===== src/rtl/ghost_key_history_fifo_unit_macros.svh =====
// -----------------------------------------------------------------------------
// ghost_key_history_fifo_unit_macros.svh
// Assertion macros for the ghost key history FIFO. Define ASSERT_OFF to drop
// all checks. Macros expect clk and rst_n in scope.
// -----------------------------------------------------------------------------
`ifndef GHOST_KEY_HISTORY_FIFO_UNIT_MACROS_SVH
`define GHOST_KEY_HISTORY_FIFO_UNIT_MACROS_SVH

`ifndef ASSERT_OFF
// Invariant that holds at every clock edge out of reset.
`define GHKF_ASSERT_ALWAYS(lbl, expr, msg) \
  lbl: assert property (@(posedge clk) disable iff (!rst_n) (expr)) else $error(msg);
// Antecedent in one cycle implies consequent in the next.
`define GHKF_ASSERT_NEXT(lbl, ante, cons, msg) \
  lbl: assert property (@(posedge clk) disable iff (!rst_n) (ante) |=> (cons)) \
    else $error(msg);
`else
`define GHKF_ASSERT_ALWAYS(lbl, expr, msg)
`define GHKF_ASSERT_NEXT(lbl, ante, cons, msg)
`endif

`endif


===== src/rtl/ghkf_pkg.sv =====
// -----------------------------------------------------------------------------
// ghkf_pkg
// Types, constants and key helpers shared by the ghost key history FIFO.
// -----------------------------------------------------------------------------
`default_nettype none

package ghkf_pkg;

  localparam int KEY_BYTES = 8;
  localparam int KEY_W     = KEY_BYTES * 8;
  localparam int KEY_IN_W  = 64;
  localparam int LEN_W     = 4;
  localparam int CAP_W     = 5;
  localparam int COUNT_W   = 5;

  localparam logic [CAP_W-1:0] CAP_RESET = 5'd16;
  localparam logic [LEN_W-1:0] LEN_MAX   = LEN_W'(KEY_BYTES);

  typedef enum logic [1:0] {
    CMD_ENQ      = 2'd0,
    CMD_DEQ      = 2'd1,
    CMD_REMOVE   = 2'd2,
    CMD_CONTAINS = 2'd3
  } cmd_t;

  typedef enum logic [1:0] {
    ST_IDLE = 2'd0,
    ST_CMP  = 2'd1,
    ST_UPD  = 2'd2
  } state_t;

  typedef struct packed {
    cmd_t                cmd;
    logic [KEY_IN_W-1:0] key_bytes;
    logic [LEN_W-1:0]    key_len;
  } in_t;

  typedef struct packed {
    logic               found;
    logic               evicted;
    logic [COUNT_W-1:0] count;
    logic               empty_res;
  } out_t;

  typedef struct packed {
    logic             valid;
    logic [LEN_W-1:0] len;
    logic [KEY_W-1:0] key;
  } entry_t;

  // Broadcast control for the cell row.
  typedef struct packed {
    logic cmp_en;    // latch per-cell match
    logic hit_en;    // matches feed the seen chain
    logic shift_en;  // cells past the seen point take their neighbor
  } cell_ctl_t;

  function automatic logic [LEN_W-1:0] norm_len(input logic [LEN_W-1:0] len);
    norm_len = (len > LEN_MAX) ? LEN_MAX : len;
  endfunction

  // Clear bytes at and above the length.
  function automatic logic [KEY_W-1:0] norm_key(input logic [KEY_IN_W-1:0] key,
                                                input logic [LEN_W-1:0]    len);
    logic [KEY_W-1:0] res;
    res = '0;
    for (int b = 0; b < KEY_BYTES; b++) begin
      if (LEN_W'(b) < len) begin
        res[b*8 +: 8] = key[b*8 +: 8];
      end
    end
    norm_key = res;
  endfunction

endpackage

`default_nettype wire


===== src/rtl/ghkf_cell.sv =====
// -----------------------------------------------------------------------------
// ghkf_cell
// One history slot: holds a key, compares it, shifts toward the old end.
// -----------------------------------------------------------------------------
`default_nettype none

module ghkf_cell
  import ghkf_pkg::*;
(
  input  logic             clk,
  input  logic             rst_n,
  input  cell_ctl_t        ctl,
  input  logic [KEY_W-1:0] key_i,
  input  logic [LEN_W-1:0] len_i,
  input  logic             wr_i,
  input  logic             seen_i,
  output logic             seen_o,
  input  entry_t           nbr_i,
  output entry_t           ent_o
);

  logic             valid_r, valid_nxt;
  logic             hit_r, hit_nxt;
  logic [KEY_W-1:0] key_r, key_nxt;
  logic [LEN_W-1:0] len_r, len_nxt;
  logic             shift;

  assign hit_nxt = ctl.cmp_en ? (valid_r && (len_r == len_i) && (key_r == key_i)) : hit_r;

  // Once an older slot matched (or a drop starts at slot 0), everything younger shifts.
  assign seen_o = seen_i | (ctl.hit_en & hit_r);
  assign shift  = ctl.shift_en & seen_o;

  always_comb begin
    valid_nxt = valid_r;
    key_nxt   = key_r;
    len_nxt   = len_r;
    if (wr_i) begin
      valid_nxt = 1'b1;
      key_nxt   = key_i;
      len_nxt   = len_i;
    end else if (shift) begin
      valid_nxt = nbr_i.valid;
      key_nxt   = nbr_i.key;
      len_nxt   = nbr_i.len;
    end
  end

  always_ff @(posedge clk) begin
    if (!rst_n) begin
      valid_r <= 1'b0;
      hit_r   <= 1'b0;
    end else begin
      valid_r <= valid_nxt;
      hit_r   <= hit_nxt;
    end
  end

  always_ff @(posedge clk) begin
    key_r <= key_nxt;
    len_r <= len_nxt;
  end

  assign ent_o = '{valid: valid_r, len: len_r, key: key_r};

endmodule

`default_nettype wire


===== src/rtl/ghost_key_history_fifo_unit.sv =====
// -----------------------------------------------------------------------------
// ghost_key_history_fifo_unit
// Bounded FIFO history of evicted keys (2Q ghost list) built as a cell row.
// -----------------------------------------------------------------------------
// Usage:
//   Commands enter on in_data when start is high and busy is low: enqueue,
//   dequeue oldest, remove key, contains query. Keys are compared on length
//   and the bytes below that length.
//   Each transaction yields exactly one result on out_data, shown for one
//   cycle with out_strobe high. The receiver cannot stall; the result is
//   simply presented and taken.
//   Sequence: an accepted command is compared in the cell row, then the cells
//   update, and out_strobe is high in the cycle after the update.
//   A new command is taken only after the previous one has gone through the
//   compare / update sequence of the cell row; busy is high meanwhile. A new
//   command may be accepted in the cycle the previous result is on the strobe.
//   Capacity is written on cfg_data with cfg_valid/cfg_ready; cfg_ready is
//   high whenever the unit is idle.
//   Reset (rst_n low, synchronous) empties the history and sets capacity 16.
//   DEPTH is the number of cells, 1 to 31 (count port is 5 bits).
// -----------------------------------------------------------------------------
`default_nettype none

`include "ghost_key_history_fifo_unit_macros.svh"

module ghost_key_history_fifo_unit
  import ghkf_pkg::*;
#(
  parameter int DEPTH = 16
) (
  input  logic             clk,
  input  logic             rst_n,
  // command channel
  input  logic             start,
  output logic             busy,
  input  in_t              in_data,
  // result channel
  output logic             out_strobe,
  output out_t             out_data,
  // capacity register
  input  logic             cfg_valid,
  output logic             cfg_ready,
  input  logic [CAP_W-1:0] cfg_data
);

  localparam int CNT_W = $clog2(DEPTH + 1);
  localparam int CW    = (CNT_W > CAP_W) ? CNT_W : CAP_W;

  // ---------------------------------------------------------------------------
  // Sequencer: idle -> compare -> update
  // ---------------------------------------------------------------------------
  state_t state_r, state_nxt;
  logic   in_acc;

  assign in_acc    = start & (state_r == ST_IDLE);
  assign busy      = (state_r != ST_IDLE);
  assign cfg_ready = (state_r == ST_IDLE);

  always_comb begin
    case (state_r)
      ST_IDLE: state_nxt = in_acc ? ST_CMP : ST_IDLE;
      ST_CMP:  state_nxt = ST_UPD;
      ST_UPD:  state_nxt = ST_IDLE;
      default: state_nxt = ST_IDLE;
    endcase
  end

  // Command held for the whole transaction; key normalized on the way in.
  cmd_t             cmd_r, cmd_nxt;
  logic [KEY_W-1:0] key_r, key_nxt;
  logic [LEN_W-1:0] len_r, len_nxt;

  assign cmd_nxt = in_acc ? in_data.cmd : cmd_r;
  assign len_nxt = in_acc ? norm_len(in_data.key_len) : len_r;
  assign key_nxt = in_acc ? norm_key(in_data.key_bytes, norm_len(in_data.key_len)) : key_r;

  // Cell control decode
  cell_ctl_t ctl;
  logic      upd;

  always_comb begin
    ctl = '0;
    upd = 1'b0;
    case (state_r)
      ST_CMP: begin
        ctl.cmp_en = 1'b1;
      end
      ST_UPD: begin
        upd          = 1'b1;
        ctl.hit_en   = (cmd_r == CMD_REMOVE) || (cmd_r == CMD_CONTAINS);
        ctl.shift_en = (cmd_r != CMD_CONTAINS);
      end
      default: begin
        ctl = '0;
        upd = 1'b0;
      end
    endcase
  end

  // ---------------------------------------------------------------------------
  // Occupancy and capacity
  // ---------------------------------------------------------------------------
  logic [CAP_W-1:0] cap_r, cap_nxt;
  logic [CNT_W-1:0] count_r, count_nxt;
  logic [CNT_W-1:0] cnt1;
  logic [CW-1:0]    cap_x, eff_cap, cnt_out_x;
  logic             full, evict, wr_en, seen0, found;

  assign cap_nxt = (cfg_valid && cfg_ready) ? cfg_data : cap_r;

  // Capacity zero acts as one; above DEPTH acts as DEPTH.
  assign cap_x = CW'(cap_r);
  always_comb begin
    if (cap_r == '0) begin
      eff_cap = CW'(1);
    end else if (cap_x > CW'(DEPTH)) begin
      eff_cap = CW'(DEPTH);
    end else begin
      eff_cap = cap_x;
    end
  end

  // A lowered capacity drops only the single oldest key per enqueue.
  assign full  = (CW'(count_r) >= eff_cap) && (count_r != '0);
  assign evict = upd && (cmd_r == CMD_ENQ) && full;
  assign cnt1  = evict ? (count_r - CNT_W'(1)) : count_r;
  assign wr_en = upd && (cmd_r == CMD_ENQ) && (CW'(cnt1) < CW'(DEPTH));

  // Dequeue and eviction start the shift at the oldest slot.
  assign seen0 = upd && (((cmd_r == CMD_DEQ) && (count_r != '0)) || evict);

  // ---------------------------------------------------------------------------
  // Cell row: slot 0 holds the oldest key
  // ---------------------------------------------------------------------------
  logic [DEPTH:0]   seen;
  entry_t           ent_w [DEPTH+1];
  logic [DEPTH-1:0] wr_sel;
  logic [DEPTH-1:0] vld_vec;

  assign seen[0]      = seen0;
  assign ent_w[DEPTH] = '0;

  for (genvar i = 0; i < DEPTH; i++) begin : g_cell
    assign wr_sel[i]  = wr_en && (cnt1 == CNT_W'(i));
    assign vld_vec[i] = ent_w[i].valid;

    ghkf_cell u_cell (
      .clk    (clk),
      .rst_n  (rst_n),
      .ctl    (ctl),
      .key_i  (key_r),
      .len_i  (len_r),
      .wr_i   (wr_sel[i]),
      .seen_i (seen[i]),
      .seen_o (seen[i+1]),
      .nbr_i  (ent_w[i+1]),
      .ent_o  (ent_w[i])
    );
  end

  // Remove and contains start the chain clear, so its end is the match flag.
  assign found = upd && ctl.hit_en && seen[DEPTH];

  always_comb begin
    count_nxt = count_r;
    if (upd) begin
      case (cmd_r)
        CMD_ENQ:      count_nxt = cnt1 + CNT_W'(wr_en);
        CMD_DEQ:      count_nxt = (count_r != '0) ? (count_r - CNT_W'(1)) : count_r;
        CMD_REMOVE:   count_nxt = found ? (count_r - CNT_W'(1)) : count_r;
        CMD_CONTAINS: count_nxt = count_r;
        default:      count_nxt = count_r;
      endcase
    end
  end

  // ---------------------------------------------------------------------------
  // Result register
  // ---------------------------------------------------------------------------
  out_t out_r, out_nxt;
  logic out_valid_r, out_valid_nxt;

  assign cnt_out_x = CW'(count_nxt);

  always_comb begin
    out_nxt.found     = found;
    out_nxt.evicted   = evict;
    out_nxt.count     = cnt_out_x[COUNT_W-1:0];
    out_nxt.empty_res = (count_nxt == '0);
  end

  assign out_valid_nxt = upd;

  always_ff @(posedge clk) begin
    if (!rst_n) begin
      state_r     <= ST_IDLE;
      count_r     <= '0;
      cap_r       <= CAP_RESET;
      out_valid_r <= 1'b0;
    end else begin
      state_r     <= state_nxt;
      count_r     <= count_nxt;
      cap_r       <= cap_nxt;
      out_valid_r <= out_valid_nxt;
    end
  end

  always_ff @(posedge clk) begin
    cmd_r <= cmd_nxt;
    key_r <= key_nxt;
    len_r <= len_nxt;
    out_r <= out_nxt;
  end

  assign out_strobe = out_valid_r;
  assign out_data   = out_r;

  // ---------------------------------------------------------------------------
  // Checks
  // ---------------------------------------------------------------------------
  `GHKF_ASSERT_ALWAYS(a_count_max, CW'(count_r) <= CW'(DEPTH), "count above depth")
  `GHKF_ASSERT_ALWAYS(a_valid_count, $countones(vld_vec) == int'(count_r), "valid slots disagree with count")
  `GHKF_ASSERT_ALWAYS(a_found_evict, !out_valid_r || !(out_r.found && out_r.evicted), "found and evicted together")
  `GHKF_ASSERT_NEXT(a_no_early_result, in_acc, !out_valid_r, "result strobe right after accept")

endmodule

`default_nettype wire


===== config.mk =====
export PLATFORM = sky130hd
export DESIGN_NAME = ghost_key_history_fifo_unit
export DESIGN_NICKNAME = d
export VERILOG_FILES = /design/src/rtl/ghkf_pkg.sv /design/src/rtl/ghkf_cell.sv /design/src/rtl/ghost_key_history_fifo_unit.sv
export VERILOG_INCLUDE_DIRS = /design/src /design/src/rtl
export SDC_FILE = /design/constraint.sdc
export NUM_CORES = 2
export LEC_CHECK = 0
export ABC_CLOCK_PERIOD_IN_PS = 5120
export BUFFER_PORTS_ARGS = -buffer_cell sky130_fd_sc_hd__buf_2
export CAP_MARGIN = 15
export CELL_PAD_IN_SITES_DETAIL_PLACEMENT = 0
export CELL_PAD_IN_SITES_GLOBAL_PLACEMENT = 1
export CORE_MARGIN = 8
export CORE_UTILIZATION = 50
export CTS_BUF_LIST = sky130_fd_sc_hd__clkbuf_2 sky130_fd_sc_hd__clkbuf_4 sky130_fd_sc_hd__clkbuf_8
export DETAILED_ROUTE_END_ITERATION = 16
export MAX_ROUTING_LAYER = met4
export PLACE_DENSITY_LB_ADDON = 0.1
export SYNTH_ARGS = -nofsm -noshare
export SYNTH_HDL_FRONTEND = slang
export SYNTH_SLANG_ARGS = --single-unit

===== constraint.sdc =====
create_clock -name clk -period 5.12 [get_ports clk]
set_input_delay 1.024 -clock clk [delete_from_list [all_inputs] [get_ports clk]]
set_output_delay 1.024 -clock clk [all_outputs]
set_load 0.01 [all_outputs]

Word-level counts from Yosys, hierarchy flattened --
Cells that the tools add are included.
Operators by class: $add $sub $neg 2, magnitude comparators 12, equal/unequal tests 53, multiplexer cells 109, bitwise logic cells 49, reductions and logical operators 82
Operators with widths (number):
- $mux 64 | 32
- $eq 64x64->1 | 16
- $mux 4 | 33
- $eq 4x4->1 | 16
- $logic_and 1x1->1 | 57
- $eq 5x4->1 const B | 8
- $mux 1 | 35
- $reduce_bool 2->1 | 17
- $and 1x1->1 | 33
- $mux 5 | 6
- $eq 5x3->1 const B | 4
- $pmux 5 s4 | 1
- $lt 3x4->1 const A | 4
- $or 1x1->1 | 16
- $logic_not 5->1 | 3
- $eq 5x2->1 const B | 2
- $lt 1x4->1 const A | 2
- $lt 2x4->1 const A | 2
- $eq 2x2->1 const B | 3
- $add 5x1->5 | 1
- $eq 5x1->1 const B | 1
- $ge 5x5->1 | 1
- $gt 5x5->1 const B | 1
- $lt 5x5->1 const B | 1
- other kinds (9) | 12
Storage, ports and cells: bits in registers 1211, bits of input ports 79, output and inout bits 11, logic and storage cells 389

Depth between registers and ports, before layout --
word-level depth 29, mapped depth 18, gate-level depth less buffers 17

Cells and area by module --
A second synthesis with hierarchy kept.
Unflattened totals: cells, all modules 4818, area total of the unflattened synthesis 65387.7 um^2
Modules (own cells, without submodules):
- ghkf_cell | instances 16, cells an instance 279, area each 3827.4 um^2
- ghost_key_history_fifo_unit | instances 1, cells an instance 354, area each 4149.0 um^2

Least setup slack after synthesis --
Ideal clock, no wire load.
path type flip-flop to flip-flop, start point register count_r[0], end point register g_cell[15].u_cell.key_r[0] (enable), setup time 437 ps, data arrival time 4448 ps, data required time 4683 ps, path slack 234 ps, cell stages (with the launch flop) 12, buffers on the path 2, clock period less this slack 4886 ps, cells stage by stage dfxtp_1 clkinv_1 ha_1 nor2b_1 o21ai_0 a41oi_2 nor2_4 buf_6 or4_1 a211oi_2 clkbuf_1 nand2b_1
Between the ends: word-level cells in the longest chain between the ends 23, elaborated cells between the ends (all ways) 31, those cells by class 1 x add/sub; 2 x order compare; 1 x eq/ne; 1 x mux; 17 x bitwise; 9 x reduce/logical
Ends and longest elaborated chain:
- from (decl) | line ghost_key_history_fifo_unit.sv:104 | logic [CNT_W-1:0] count_r, count_nxt;
- from (signal assigned) | line ghost_key_history_fifo_unit.sv:202 | count_r <= count_nxt;
- $ge 5x5->1 or $reduce_bool 5->1 (tied branches) | line ghost_key_history_fifo_unit.sv:124 | assign full = (CW'(count_r) >= eff_cap) && (count_r != '0);
- $logic_and 1x1->1 * | line ghost_key_history_fifo_unit.sv:124
- $logic_and 1x1->1 * | line ghost_key_history_fifo_unit.sv:125 | assign evict = upd && (cmd_r == CMD_ENQ) && full;
- net evict | line ghost_key_history_fifo_unit.sv:107 | logic full, evict, wr_en, seen0, found;
- $logic_or 1x1->1 | line ghost_key_history_fifo_unit.sv:130 | assign seen0 = upd && (((cmd_r == CMD_DEQ) && (count_r != '0)) || evict);
- $logic_and 1x1->1 | line ghost_key_history_fifo_unit.sv:130
- $or 1x1->1 (16 in a row) | line ghkf_cell.sv:31 | assign seen_o = seen_i | (ctl.hit_en & hit_r);
- $and 1x1->1 | line ghkf_cell.sv:32 | assign shift = ctl.shift_en & seen_o;
- $reduce_bool 2->1 (no source line) *
- to (signal assigned) | line ghkf_cell.sv:60 | key_r <= key_nxt;
- to (decl) | line ghkf_cell.sv:24 | logic [KEY_W-1:0] key_r, key_nxt;
Mark *: on every way through the listed nets, which the timed path passes. The rest lies on a longest branch. A chain may end at the register's enable or synchronous reset.

==> key figures <==
Run status
  – Outcome: finished clean

STA
  – F_max: 0.224 GHz
  – Setup violators final: 0
  – Slew margin rel.: 0.218
  – Max Slew Vio Count: 0
  – Final Hold Fails: 0
  – Unrepaired setup endpoints after global routing: no
  – Slew at the pin closest to its max-slew limit: 1.17 ns
  – Minimum clock period: 4.47 ns
  – Worst Skew: 0.0446 ns
  – Setup TNS: 0 ns
  – Period utilisation layout: 0.874

Logic synthesis
  – Mean area per synthesized cell: 14.0 um^2
  – Post-synth ARST share: 0
  – Flops & latches, synth: 1211
  – Seq/Total Area, Yosys: 0.558
  – Area contributors post-synth: edfxtp_1 (54%), mux2_2 (9.1%), xor2_1 (8.8%)
  – Library cells used by synthesis: 74
  – Mapped cell area: 0.0642 mm^2
  – Synth Warn #: 0
  – Syn Inst Count: 4590
  – Cell taking the most area after synthesis: edfxtp_1
  – Top FF cell, synth: edfxtp_1
  – Post-synth EDFFs: 1158
  – Yosys top cell area share: 0.541
  – Syn nets: 4677

Die
  – I/O pins: 90
  – Core Rows: 131
  – Die area: 0.140 mm^2
  – Die width: 374 um
  – DIE HEIGHT: 374 um
  – CORE AREA: 0.128 mm^2
  – Initial Util: 0.504

CTS
  – Post-cts resize count: 0
  – H-tree depth: 4
  – Total clock sinks: 1211
  – CTS buffer count: 210
  – CTS clk-pin slew, worst paths: 0.06 ns
  – CTS Hold Bufs: 0
  – Clock latency on the worst-skew pair: 0.92 ns
  – CTS tree: done
  – Setup bufs post-CTS: 0
  – CTS Buffer Depth: 3
  – Root Driver: clkbuf_8

Global routing
  – Remaining Overflow, GRT: 0
  – Vias in the first global route: 39.8k
  – Initial antenna violation count: 13
  – Global-route wire length before repair: 318000 um
  – Tot GR Track Use: 0.330
  – Pin count of the biggest net entering global routing: 70

Setup path
  – Kind of critical path: reg -> reg
  – RR Endpoint: out_data[0]
  – CP max FO: 13
  – R2R cell count: 11
  – Reg2Reg Setup Slack: 0.65 ns
  – CP arrival: 5.25 ns
  – Worst Setup Start Kind: flop
  – CP Capture Type: flop
  – RR Startpoint: cmd_r[0]
  – Critical Path RT: 5.90 ns

Routing
  – 1st-iter DRT viols: 4949
  – Via count: 40.3k
  – TritonRoute pass-1 iters: 6
  – DRC: 0
  – Routed vias/inst: 6.15
  – DRT antenna net count: 0
  – Final wirelength: 231000 um
  – Avg WL per Cell: 35.3 um

Hold path
  – HP Class: in -> reg
  – Hold path start: in_data[68]
  – Hold Path Depth: 1
  – WHS Endpoint: cmd_r[0]

Pwr
  – Maximum VDD drop: 0.000264 V
  – PwrDens: 300 mW/mm^2
  – Leak Pwr: 24.3 nW

Layout
  – Filler cell count: 10.6k
  – Final net count: 4811
  – Share of cells above drive strength 1: 0.255
  – Util after Layout: 0.560
  – Area delta synth->final: 11.2%

Placed design
  – PortBufs: 89
  – DP Wirelength: 169000 um
  – GP Congestion: 0.944

Flow run
  – Max_cap viols: 0
## worst max-delay path by stage
stage | from | endpoint | slack [ns]
4_1_cts | cmd_r[0] | out_data[0] | 0.70
6_report | cmd_r[0] | out_data[0] | 0.65
5_1_grt | cmd_r[0] | out_data[0] | 0.43
2_1_floorplan | count_r[0] | g_cell[15].u_cell.key_r[0] | 0.23
3_5_place_dp | cmd_r[0] | out_data[0] | 0.75
3_3_place_gp | cmd_r[0] | out_data[0] | 0.77
## per-layer routing
layer / up-vias / track usage / share of wire
met5: - / - / 0
met4: 0 / 0.147 / 0.052
met3: 507 / 0.0570 / 0.075
met2: 1970 / 0.517 / 0.47
met1: 20700 / 0.421 / 0.41
li1: 17200 / - / -
## synthesized netlist by cell type, types with 4 or more instances
| master | instances |
|---|---|
| edfxtp_1 | 1158 |
| xor2_1 | 644 |
| mux2_2 | 517 |
| mux2_1 | 483 |
| xnor2_1 | 400 |
| clkbuf_1 | 260 |
| nor4_1 | 197 |
| nand4_1 | 152 |
| and2_1 | 100 |
| nor2b_1 | 66 |
| dfxtp_1 | 53 |
| inv_1 | 52 |
| buf_6 | 51 |
| nand2_1 | 47 |
| buf_2 | 36 |
| buf_1 | 35 |
| buf_4 | 27 |
| nor2_1 | 26 |
| o21ai_0 | 26 |
| a21oi_1 | 22 |
| mux2i_1 | 22 |
| a21boi_0 | 20 |
| nor3_1 | 20 |
| mux2_4 | 15 |
| nand3_1 | 15 |
| o22ai_1 | 12 |
| nand2b_1 | 11 |
| a221oi_1 | 9 |
| a22oi_1 | 8 |
| ha_1 | 8 |
| o21a_1 | 7 |
| a211oi_1 | 6 |
| o211ai_1 | 6 |
| o2bb2ai_1 | 6 |
| or4_1 | 6 |
| a32oi_1 | 5 |
| a31oi_1 | 4 |
| and3_1 | 4 |
| nand2_4 | 4 |
## critical path: stages (launching register included)
cell      delay (ns)
edfxtp_1        0.54
or4b_1          0.86
nor2_4          0.21
a41oi_2         0.09
nor2_4          0.32
mux2i_1         0.65
ha_1            0.38
nor3_1          0.11
or2_2           0.28
a221oi_1        0.44
o211ai_1        0.19
nor4_1          0.27
## cell usage in the layout, fill, tap and decap left out, drive strengths merged, types with 22 or more instances in the layout
master,Yosys,final
nand4,152,152
buf,149,330
clkbuf,260,319
clkinv,1,45
nor4,198,198
edfxtp,1158,1158
xor2,645,645
nand2,52,52
nor2,30,30
a21oi,25,25
o21ai,27,27
xnor2,400,400
inv,52,54
mux2i,22,22
mux2,1015,1015
dfxtp,53,53
and2,101,101
nor2b,66,66
## area by class of cell
type,instances,area (um^2),share of cell area
diodes,8,20.0,0.000280
well taps,1662,2080,0.0291
clock buffers,318,3800,0.0532
flip-flops and latches,1211,35800,0.502
inverters,53,199,0.00278
multi-input cells,2917,26200,0.367
repair buffers,331,2980,0.0418
clock inverters,51,298,0.00417
## kinds of logic (layout without fill, tap and decap cells)
logic type	after synthesis	count (layout)	share of synthesized area
DFF	1211	1211	0.558
and+or+nand+nor	668	668	0.0630
other	0	8	0
buffers and inverters	462	753	0.0352
xor gates and xnor gates	1045	1045	0.143
AOI/OAI and AO/OA	158	158	0.0175
muxes	1037	1037	0.182
adders and majority gates	9	9	0.00171
## report_power, final
part | leakage (nW) | total (mW) | internal, mW | switching, mW
clock | 2.19 | 8.90 | 4.83 | 4.08
sequential | 10.9 | 10.9 | 10.8 | 0.179
combinational | 11.2 | 1.61 | 0.509 | 1.11
## state kept, by name, summed over array words and instances, names as in the netlist, 2 cells and up
name,flops
key_r,64
cap_r,5
len_r,4
g_cell.u_cell.key_r,1024
g_cell.u_cell.hit_r,16
out_data,8
cmd_r,2
count_r,5
g_cell.u_cell.len_r,64
g_cell.u_cell.valid_r,16
state_r,2
## stage by stage
step,setup slack [ns],std cells,power [mW],cell area (um^2),hold slack [ns]
final,0.646,6551,21.5,71400,0.326
after global routing,0.428,6549,22.0,71400,0.275
after CTS,0.700,6540,21.5,71400,0.240
after detailed placement,0.752,6171,12.7,67300,0.472
after global placement,0.774,6170,12.7,67200,0.462
after floorplan,0.234,4590,11.9,64200,0.436
No activity file was read; power rests on OpenSTA's default activity.
